`src/rtl/rbsi_div_pipe.sv`:
```
// Pipelined fixed-point divider for one slab: floor(dmag * 2^F / smag).
// One setup stage, then one quotient bit per stage. Uses rbsi_pkg nothing.
module rbsi_div_pipe #(
  parameter int COORD_WIDTH = 32,
  parameter int FRAC_BITS   = 16
) (
  input  logic                   clk,
  input  logic                   en,
  input  logic [COORD_WIDTH-1:0] dmag,
  input  logic [COORD_WIDTH-1:0] smag,
  output logic [COORD_WIDTH-2:0] quot,
  output logic                   sat
);

  localparam int W  = COORD_WIDTH;
  localparam int NW = W + FRAC_BITS;
  localparam int CW = 2 * W + FRAC_BITS;

  logic [W-1:0] rem  [W];
  logic [W-1:0] dvs  [W];
  logic [W-2:0] nlow [W];
  logic [W-2:0] qacc [W];
  logic         sflg [W];

  logic [NW-1:0] nfull;
  logic [CW-1:0] nx;
  logic [CW-1:0] dx;

  assign nfull = {dmag, {FRAC_BITS{1'b0}}};
  assign nx    = CW'(nfull);
  assign dx    = CW'(smag) << (W - 1);

  always_ff @(posedge clk) begin
    if (en) begin
      sflg[0] <= (nx >= dx);
      rem[0]  <= W'(nfull >> (W - 1));
      nlow[0] <= nfull[W-2:0];
      qacc[0] <= '0;
      dvs[0]  <= smag;
    end
  end

  for (genvar k = 1; k < W; k++) begin : g_step
    logic [W:0] trial;
    assign trial = {rem[k-1], nlow[k-1][W-2]} - {1'b0, dvs[k-1]};
    always_ff @(posedge clk) begin
      if (en) begin
        if (!trial[W]) begin
          rem[k]  <= trial[W-1:0];
          qacc[k] <= {qacc[k-1][W-3:0], 1'b1};
        end else begin
          rem[k]  <= {rem[k-1][W-2:0], nlow[k-1][W-2]};
          qacc[k] <= {qacc[k-1][W-3:0], 1'b0};
        end
        nlow[k] <= {nlow[k-1][W-3:0], 1'b0};
        dvs[k]  <= dvs[k-1];
        sflg[k] <= sflg[k-1];
      end
    end
  end

  assign quot = qacc[W-1];
  assign sat  = sflg[W-1];

endmodule

```
`config.mk`:
```
export PLATFORM = sky130hd
export DESIGN_NAME = rbsi_div_pipe
export DESIGN_NICKNAME = d
export VERILOG_FILES = /design/src/rtl/rbsi_div_pipe.sv
export SDC_FILE = /design/constraint.sdc
export NUM_CORES = 2
export LEC_CHECK = 0
export BUFFER_PORTS_ARGS = -buffer_cell sky130_fd_sc_hd__buf_4
export CAP_MARGIN = 20
export CORE_ASPECT_RATIO = 1.75
export CORE_UTILIZATION = 30
export CTS_CLUSTER_DIAMETER = 120
export DETAILED_ROUTE_END_ITERATION = 6
export PLACE_DENSITY = 0.41
export SKIP_LAST_GASP = 1
export SLEW_MARGIN = 10
export SYNTH_ARGS = -nofsm -noshare
export SYNTH_HDL_FRONTEND = slang
export SYNTH_SLANG_ARGS = --single-unit
```
`constraint.sdc`:
```
create_clock -name clk -period 11.2 [get_ports clk]
set_input_delay 1.68 -clock clk [delete_from_list [all_inputs] [get_ports clk]]
set_output_delay 1.68 -clock clk [all_outputs]
set_load 0.02 [all_outputs]
```
==> out/metrics.cfg <==
[routing]
route.detailed.drc = 13
viasPerCell = 4.869
num_vias = 88800
routed_wl_um = 355100
ant_nets = 0
first_iteration_detailed_routing_drc_count = 3708
wl_cell_um = 19.47
detail_route.first_pass.iterations = 7

[cts]
postCtsHoldBufs = 0
clock_sinks = 2617
ctsLongestPathBuffers = 4
clk_latency_ps = 970
cts_tree = done
ctsHtreeMaxLevel = 5
clockRootBuffer = clkbuf_16
cts.repair_timing.setup_buffer_count = 0
cts.repair.resized = 0
tritoncts.num_buffers = 291
worst_setup_hold_path_clk_slew_ps = 60

[synthesis]
ys_warn_count = 0
asyncSetResetFlopFracSynth = 0
synth_sequential_area_ratio = 0.5618
syn-mean-instance-area_sq_um = 12.01
syn_inst = 11650
ys_types = 90
synth_edf_count = 2616
post_synth_instance_area_sq_um = 139900
ys_dominant_reg_cell = edfxtp_1
synth-seq-cells = 2617
syn_nets = 12720

[grt]
globalRouteTotalUtil = 0.1478
number_of_antenna_violations_at_the_first_check_in_global_routing = 4
grt_pass1_vias = 98200
grt_start_max_net_pins = 166
wire_length_of_the_first_global_routing_pass_um = 534300
overflow = 0

[floorplan]
die-width_um = 518.1
die_y_um = 905.2
io_pins = 98
die_area_sq_um = 469000
initial_core_util = 0.3012
placementRows = 331
design.core.area_sq_um = 464300

[sta]
final_hold_viol_count = 0
hold-worst-slack_ps = 407.5
worst_slew_pin_slew_ps = 1197
final.min_clock_period_ps = 5794
final_min_period_over_clock_period = 0.5173
setup_viol_count_final = 0
clock_skew_ps = 75.99
timing.fmax_mhz = 172.6
finalMaxSlewViolations = 0
maxSlewHeadroom = 0.1912
grt_setup_unrepaired = false
tns_setup_ps = 0

[power]
power.static_leakage_nw = 62.22
ir_drop_v = 0.0001178
power-per-cell-area_nw_per_um2 = 291.5

[final_layout]
layout.cell_area.non_filler_sq_um = 157300
layout_commonest_cell = edfxtp_1
mostFrequentLayoutCells = edfxtp_1 (2,616), inv_1 (1,229), ha_1 (979), a21oi_1 (796), nand2_1 (767)
final.fill_count = 45480
finish.net_count = 12920
final-instance-count-excl-fill = 18240
area_delta_synth_final_pct = 12.44
final_layout_size_suffix_gt1_frac = 0.1068

[run]
number_of_violations_of_the_max_capacitance_limit = 0

[setup_path]
timing.critical_path.to_type = flip-flop
critPathMaxFanout = 17
crit_arrival_ps = 6460
req_time_crit_path_ps = 11860
crit_type = flip-flop to flip-flop
timing.critical_path.from_type = flip-flop

[placement]
gp_routability_congestion = 0.8899
detailed_place.area_sq_um = 148100
place_hpwl_um = 271800
post-place-cells = 17710
port_buffers = 97

[status]
run_status = finished, violations left
failed_checks = design-rule violations

[hold_path]
hp-class = flip-flop to flip-flop

==> cells by family (layout without fill, tap and decap cells) <==
family                   count (synthesis)  in the layout  share of synthesized area
AO/OA/AOI/OAI                         2896           2896                     0.1304
XOR/XNOR                               818            818                    0.05123
adder cells (fa/ha/maj)               1009           1009                    0.09188
buffers and inverters                 1531           1947                    0.04241
flip-flops                            2617           2617                     0.5618
multiplexers                           609            609                    0.04876
other                                    0             15                          0
AND/OR/NAND/NOR                       2168           2168                    0.07353
==> state kept, by name (all words and copies together) (netlist names) <==
register / count
rem: 977
dvs: 992
sflg: 32
qacc: 496
nlow: 120
==> final cells by class <==
class	count	area [sq um]	share of cell area
Antenna cell	15	37.54	0.0002387
Tap cell	6160	7707	0.04901
Sequential cell	2617	78580	0.4996
Clock buffer	353	7706	0.04900
Multi-Input combinational cell	7500	55570	0.3534
Timing Repair Buffer	206	1663	0.01057
Inverter	1231	4621	0.02938
Clock inverter	157	1383	0.008792
==> layer usage <==
metal | track usage | up-vias | part of all wire
li1 | - | 43060 | -
met1 | 0.09521 | 43260 | 0.26
met2 | 0.3465 | 1491 | 0.64
met3 | 0.01599 | 986 | 0.023
met4 | 0.1013 | 0 | 0.073
met5 | 0 | - | 0
==> metrics by stage <==
stage,power (W),setup slack [ps],util
2_1_floorplan,0.03039,6252,-
3_3_place_gp,0.03625,5137,0.3190
3_5_place_dp,0.03671,5308,0.3191
4_1_cts,0.04647,5228,0.3387
5_1_grt,0.04881,5148,0.3387
6_report,0.04584,5406,0.3387
==> cells in the mapped netlist, types with 16 or more instances <==
library cell	instances	area share
a31oi_1	85	0.0038
nand2b_1	155	0.0069
a211o_1	27	0.0017
o21ai_0	766	0.027
and2_1	61	0.0027
clkbuf_1	222	0.0060
inv_1	1229	0.033
a211oi_1	82	0.0044
mux2i_1	31	0.0022
o41ai_1	26	0.0016
edfxtp_1	2616	0.56
a21o_1	456	0.024
nand2_1	767	0.021
buf_2	24	0.00086
nor2_1	453	0.012
o21bai_1	107	0.0057
a311oi_1	20	0.0013
a21oi_1	796	0.028
a31o_2	22	0.0014
or4_1	19	0.0010
buf_4	35	0.0019
and3_1	71	0.0032
nor4_1	36	0.0016
ha_1	979	0.088
a21boi_0	24	0.0013
xor2_1	338	0.021
o211ai_1	44	0.0024
or3_1	36	0.0016
a2111oi_0	18	0.0011
o21a_1	151	0.0081
nor3_1	137	0.0049
nand4_1	89	0.0040
nand3_1	146	0.0052
fa_1	30	0.0043
buf_1	16	0.00043
or2_2	42	0.0019
nor2b_1	107	0.0048
o31a_1	26	0.0016
a41oi_1	22	0.0014
xnor2_1	480	0.030
o31ai_1	53	0.0028
mux2_2	573	0.046
==> where the power goes <==
part	switching, W	internal [W]	leakage, nW
logic	0.0117	0.00900	32.2
registers	0.00134	0.0143	25.6
clock network	0.00415	0.00530	4.45
total	0.0172	0.0286	62.2
==> worst max-delay path, stage by stage, from the launching register on <==
cell      delay (ps)
edfxtp_1         440
fa_1             520
a211oi_1         410
o21a_1           250
nor3_1            90
o31a_1           350
o21ai_0          610
o21ai_1          360
a211o_1          350
a21oi_1          230
xor2_2           110
buf_4            220
nand2_1          750
buf_4            420
mux2_2           370
==> path summary, 6_finish.rpt <==
| kind | cells past startpoint | end | from | slack [ps] |
|---|---|---|---|---|
| min | 0 | qacc[0][467] | qacc[0][435] | 410 |
| min reg2reg | 0 | qacc[0][467] | qacc[0][435] | 410 |
| max | 14 | rem[1][398] | rem[1][352] | 5410 |
| max reg2reg | 14 | rem[1][398] | rem[1][352] | 5410 |
Power figures use the tool's default switching activity.
