===== src/rtl/rbsi_pkg.sv =====
// Package for the ray/box slab intersection core.
// Holds default widths, register indexes and the stage sideband type.
// No dependencies.
package rbsi_pkg;

  localparam int COORD_WIDTH_DEF = 32;
  localparam int FRAC_BITS_DEF   = 16;
  localparam int NUM_AXES        = 3;
  localparam int NUM_SLABS       = 6;
  localparam int CFG_IDX_W       = 3;

  localparam logic [CFG_IDX_W-1:0] REG_BOX_MIN_X = 3'd0;
  localparam logic [CFG_IDX_W-1:0] REG_BOX_MIN_Y = 3'd1;
  localparam logic [CFG_IDX_W-1:0] REG_BOX_MIN_Z = 3'd2;
  localparam logic [CFG_IDX_W-1:0] REG_BOX_MAX_X = 3'd3;
  localparam logic [CFG_IDX_W-1:0] REG_BOX_MAX_Y = 3'd4;
  localparam logic [CFG_IDX_W-1:0] REG_BOX_MAX_Z = 3'd5;

  // per-item flags that travel beside the dividers
  typedef struct packed {
    logic                 valid;
    logic [NUM_AXES-1:0]  dzero;  // direction component is zero
    logic [NUM_AXES-1:0]  zmiss;  // origin outside that slab
    logic [NUM_AXES-1:0]  sneg;   // direction component negative
    logic [NUM_SLABS-1:0] dneg;   // plane lies behind the origin
  } side_t;

endpackage


===== src/rtl/rbsi_resolve.sv =====
// Sign, saturation and slab combine for the six quotients, then hit test.
// Two stages; the last one is the output register. Uses rbsi_pkg.
module rbsi_resolve #(
  parameter int COORD_WIDTH = 32,
  parameter int FRAC_BITS   = 16
) (
  input  logic                   clk,
  input  logic                   rst,
  input  logic                   en,
  input  logic [COORD_WIDTH-2:0] quot [rbsi_pkg::NUM_SLABS],
  input  logic [rbsi_pkg::NUM_SLABS-1:0] sat,
  input  rbsi_pkg::side_t        side,
  output logic                   out_valid,
  output logic                   hit,
  output logic [COORD_WIDTH-1:0] distance
);

  localparam int W = COORD_WIDTH;
  localparam logic signed [W-1:0] MAX_POS = {1'b0, {(W-1){1'b1}}};
  localparam logic signed [W-1:0] MIN_NEG = {1'b1, {(W-1){1'b0}}};
  localparam logic signed [W-1:0] MISS_VAL =
      (FRAC_BITS >= W - 1) ? MIN_NEG : (W'(0) - (W'(1) << FRAC_BITS));

  logic signed [W-1:0] sdist [rbsi_pkg::NUM_SLABS];
  logic signed [W-1:0] e_next [rbsi_pkg::NUM_AXES];
  logic signed [W-1:0] x_next [rbsi_pkg::NUM_AXES];
  logic signed [W-1:0] ent [rbsi_pkg::NUM_AXES];
  logic signed [W-1:0] ext [rbsi_pkg::NUM_AXES];
  logic                c_valid;
  logic                c_zmiss;
  logic signed [W-1:0] t_in;
  logic signed [W-1:0] t_out;
  logic                miss;

  always_comb begin
    for (int s = 0; s < rbsi_pkg::NUM_SLABS; s++) begin
      if (side.dneg[s] ^ side.sneg[s/2]) begin
        sdist[s] = sat[s] ? MIN_NEG : (W'(0) - {1'b0, quot[s]});
      end else begin
        sdist[s] = sat[s] ? MAX_POS : {1'b0, quot[s]};
      end
    end
    for (int a = 0; a < rbsi_pkg::NUM_AXES; a++) begin
      if (side.dzero[a]) begin
        e_next[a] = MIN_NEG;
        x_next[a] = MAX_POS;
      end else if (side.sneg[a]) begin
        e_next[a] = sdist[2*a+1];
        x_next[a] = sdist[2*a];
      end else begin
        e_next[a] = sdist[2*a];
        x_next[a] = sdist[2*a+1];
      end
    end
  end

  always_ff @(posedge clk) begin
    if (rst) begin
      c_valid <= 1'b0;
    end else if (en) begin
      c_valid <= side.valid;
    end
    if (en) begin
      c_zmiss <= |(side.dzero & side.zmiss);
      ent     <= e_next;
      ext     <= x_next;
    end
  end

  always_comb begin
    t_in  = ent[0];
    t_out = ext[0];
    for (int a = 1; a < rbsi_pkg::NUM_AXES; a++) begin
      if (ent[a] > t_in) t_in = ent[a];
      if (ext[a] < t_out) t_out = ext[a];
    end
    miss = c_zmiss || t_out[W-1] || (t_in > t_out);
  end

  always_ff @(posedge clk) begin
    if (rst) begin
      out_valid <= 1'b0;
    end else if (en) begin
      out_valid <= c_valid;
    end
    if (en) begin
      hit      <= !miss;
      distance <= miss ? MISS_VAL : t_in;
    end
  end

endmodule


===== config.mk =====
export PLATFORM = sky130hd
export DESIGN_NAME = rbsi_resolve
export DESIGN_NICKNAME = d
export VERILOG_FILES = /design/src/rtl/rbsi_pkg.sv /design/src/rtl/rbsi_resolve.sv
export SDC_FILE = /design/constraint.sdc
export NUM_CORES = 1
export LEC_CHECK = 0
export ABC_AREA = 1
export BUFFER_PORTS_ARGS = -buffer_cell sky130_fd_sc_hd__buf_4
export CAP_MARGIN = 10
export CORE_AREA = 2 2 204 206
export CTS_CLUSTER_DIAMETER = 80
export CTS_CLUSTER_SIZE = 40
export DETAILED_ROUTE_END_ITERATION = 8
export DIE_AREA = 0 0 206 208
export PLACE_DENSITY = 0.69
export SKIP_LAST_GASP = 1
export SLEW_MARGIN = 20
export SYNTH_ARGS = -nofsm -noshare
export SYNTH_HDL_FRONTEND = slang
export SYNTH_SLANG_ARGS = --single-unit

===== constraint.sdc =====
create_clock -name clk -period 8.2 [get_ports clk]
set_input_delay 1.23 -clock clk [delete_from_list [all_inputs] [get_ports clk]]
set_output_delay 1.23 -clock clk [all_outputs]
set_load 0.01 [all_outputs]

==> reports/summary.txt <==
Worst min path class - reg -> reg
Crit path capture type - register
Top Family by Delay on Critical Path - simple AND/OR/NAND/NOR gates
Tmin final - 7491 ps
Fillers - 3833
First-pass GRT wire length - 102200 um
Routed vias/inst - 5.625
Reg-to-Reg End - distance[13]$_SDFFCE_PP0P_
Clock-pin slew on the worst setup and hold paths - 90 ps
Cts bufs inserted - 18
Final GP Congestion - 0.9596
Drt drc - 0
Die X - 206 um
Core footprint - 40550 sq um
Fin. max-slew vios - 0
Starting Density - 49.42%
Synthesized cell area - 20040 sq um
RSZ-0062 raised after global routing - no
Flops & latches, synth - 228
Crit path DAT - 7860 ps
Crit Reg-Reg Startpoint - ext[63]$_SDFFCE_PP0P_
Post-synth EDFFs - 226
CTS Sinks - 228
Cells after Synth - 2736
Share of layout cells above drive strength 1 - 11.98%
Pre-antenna DRT Iters - 5
CP dominant cell by count - nand2_1
Worst VDD drop - 0.0001721 V
Max_slew headroom - 30.92%
Clock root buffer master - clkbuf_16
Die area - 42850 sq um
Least-Margin Pin Slew - 1025 ps
R2R setup slack - 710 ps
Total Wirelength - 67950 um
Hold path cells - 2
Initial antenna violation count - 2
Io pins - 245
Leakage - 10.21 nW
CTS tree - built
PortBufs - 244
Routed length per instance - 19.72 um
H-tree Lvls - 1
Status - completed
Later-pin clock latency in the skew report - 530 ps
Crit-path slowest cell - ha_1
Synth Flop Type - edfxtp_1
Setup WS post-layout - 709.0 ps
Max incr delay on CP - 450 ps
Final Hold Viols - 0
Netlist cell types - 48
Global-route usage over all layers - 31.14%
Critical Path Fanout Max - 34
Ant. Diodes - 0
Final Cell Area - 22950 sq um
Path depth of the worst reg2reg path - 39
Cts hold-fix bufs - 0
Nets@finish - 3276
Area Overhead vs Synth - 14.53%
Final ANT Viol Nets - 0
Vias in the first global route - 17593
Area after DPL - 22240 sq um
Achievable frequency - 133.5 MHz
Row cnt - 74
Final setup violation count - 0
Hold path endpoint - out_valid$_SDFFE_PP0P_
Die Ht - 208 um
Pre-CTS WS - 156.7 ps
Sum of negative setup slack - 0 ps
Clock tree buffer depth - 3
Synth warn - 0
Worst Path Required - 8570 ps
Crit path kind - reg -> reg
PwrDens - 216.1 nW/um^2
Setup Skew - 21.21 ps
Vias post-DR - 19377
Crit start category - register
Total power draw - 4.960 mW
WP buf/inv - 4
Period utilization - 91.35%
Register area share after synthesis - 34.06%
GRT Residual Overflow - 0
Mean post-synth cell area - 7.325 sq um
Maxcap violations - 0
DP Wirelength - 55750 um
Hold_sp - c_valid$_SDFFE_PP0P_
Post-Syn Nets - 3111
Largest net degree at the start of global routing - 96
Drt initial violations - 2078
Fraction of registers with async set/reset - 0%
## cell usage in the layout (no fill, tap or decap), types with 4 or more instances in the layout
cell,netlist,layout
nand2_1,552,551
nor2_1,491,491
buf_4,0,263
o21ai_0,242,242
edfxtp_1,226,226
inv_1,220,220
ha_1,164,164
a21oi_1,132,131
nand3_1,125,124
xor2_1,115,115
xnor2_1,60,59
nor3_1,55,55
o21ai_1,35,35
nand4_1,29,29
nor4_1,21,20
o21a_1,19,19
clkbuf_16,0,19
or2_2,17,17
o31ai_1,15,15
o211ai_1,13,13
nand3_2,12,12
a31oi_1,12,12
a211oi_1,7,7
nand3b_1,5,5
clkinv_1,5,5
o41ai_1,5,5
o221ai_1,4,4
nand2_2,3,4
inv_8,0,4
## layer usage
metal	vias up	GRT usage [%]	share of wire, %
met3	82	2.867	6.2
met2	651	50.01	46
met1	9086	45.08	45
met5	-	0	0
met4	0	7.660	2.7
li1	9558	-	-
## power breakdown
group          internal (mW)  total (mW)  switching [mW]
clock network          0.499        1.01           0.508
registers               1.46        1.55          0.0914
logic                  0.853        2.40            1.55
total                   2.81        4.96            2.15
## sequential cells by signal (all words and copies together), names as in the netlist
name,cells
hit,1
distance,32
c_valid,1
c_zmiss,1
ent,96
out_valid,1
ext,96
## final cells by class
class                           count  area, sq um  share of cell area (%)
Clock buffer                       19        475.5                   2.071
Inverter                          227        852.1                   3.712
Clock inverter                     13        193.9                  0.8449
Timing Repair Buffer              266         2028                   8.836
Tap cell                          532        665.6                   2.900
Sequential cell                   228         6827                   29.74
Multi-Input combinational cell   2160        11910                   51.90
## worst max-delay path by stage
stage                                            end  slack [ps]                  start  cells after the start
after detailed placement   distance[3]$_SDFFCE_PP0P_         160  ent[63]$_SDFFCE_PP1P_                     37
final                     distance[13]$_SDFFCE_PP0P_         710  ext[63]$_SDFFCE_PP0P_                     39
after floorplan           distance[21]$_SDFFCE_PP1P_        1760  ent[63]$_SDFFCE_PP1P_                     39
after global placement     distance[1]$_SDFFCE_PP0P_         340  ent[63]$_SDFFCE_PP1P_                     37
after global routing       distance[5]$_SDFFCE_PP0P_          30  ent[63]$_SDFFCE_PP1P_                     38
after CTS                 distance[13]$_SDFFCE_PP0P_         120  ent[63]$_SDFFCE_PP1P_                     37
## through the flow
stage / util, % / hold WS (ps) / instances
after floorplan: - / 430.3 / 2736
final: 56.60 / 458.7 / 3445
after global routing: 56.60 / 483.2 / 3445
after CTS: 56.50 / 459.3 / 3444
after global placement: 54.85 / 436.9 / 3412
after detailed placement: 54.85 / 448.3 / 3412
## Yosys cell counts, drive strengths merged (7+ instances only)
cell type	instances	area (sq um)
ha	164	2052
or2	17	106.4
edfxtp	226	6787
a21oi	134	678.2
o31ai	16	133.9
inv	222	833.3
nor2	492	1849
buf	29	146.4
o211ai	13	97.59
clkbuf	93	349.1
o41ai	7	76.32
o21ai	277	1386
nand4	29	181.4
nor4	23	156.4
a31oi	12	75.07
nand2	557	2113
nand3	138	763.2
o21a	19	142.6
nor3	55	275.3
xor2	115	1007
a211oi	7	52.55
xnor2	60	525.5
## tightest hold or removal path: stages (launching register included)
cell	delay, ps
dfxtp_1	320
nand2_1	50
a21oi_1	50
## logic make-up (layout without fill, tap and decap cells)
logic type	Yosys count	count (layout)	share of synthesized area (%)
AOI/OAI and AO/OA	501	502	13.86
xor gates and xnor gates	175	175	7.648
adders and majority gates	164	164	10.24
buffers and inverters	349	525	6.724
DFF	228	228	34.06
and+or+nand+nor	1319	1319	27.47
## timing repair
action | CTS | global route
buffers inserted | 0 | 0
resized for setup | 0 | 5
endpoints found under the setup margin | 0 | 33
No activity file was read; power rests on OpenSTA's default activity.
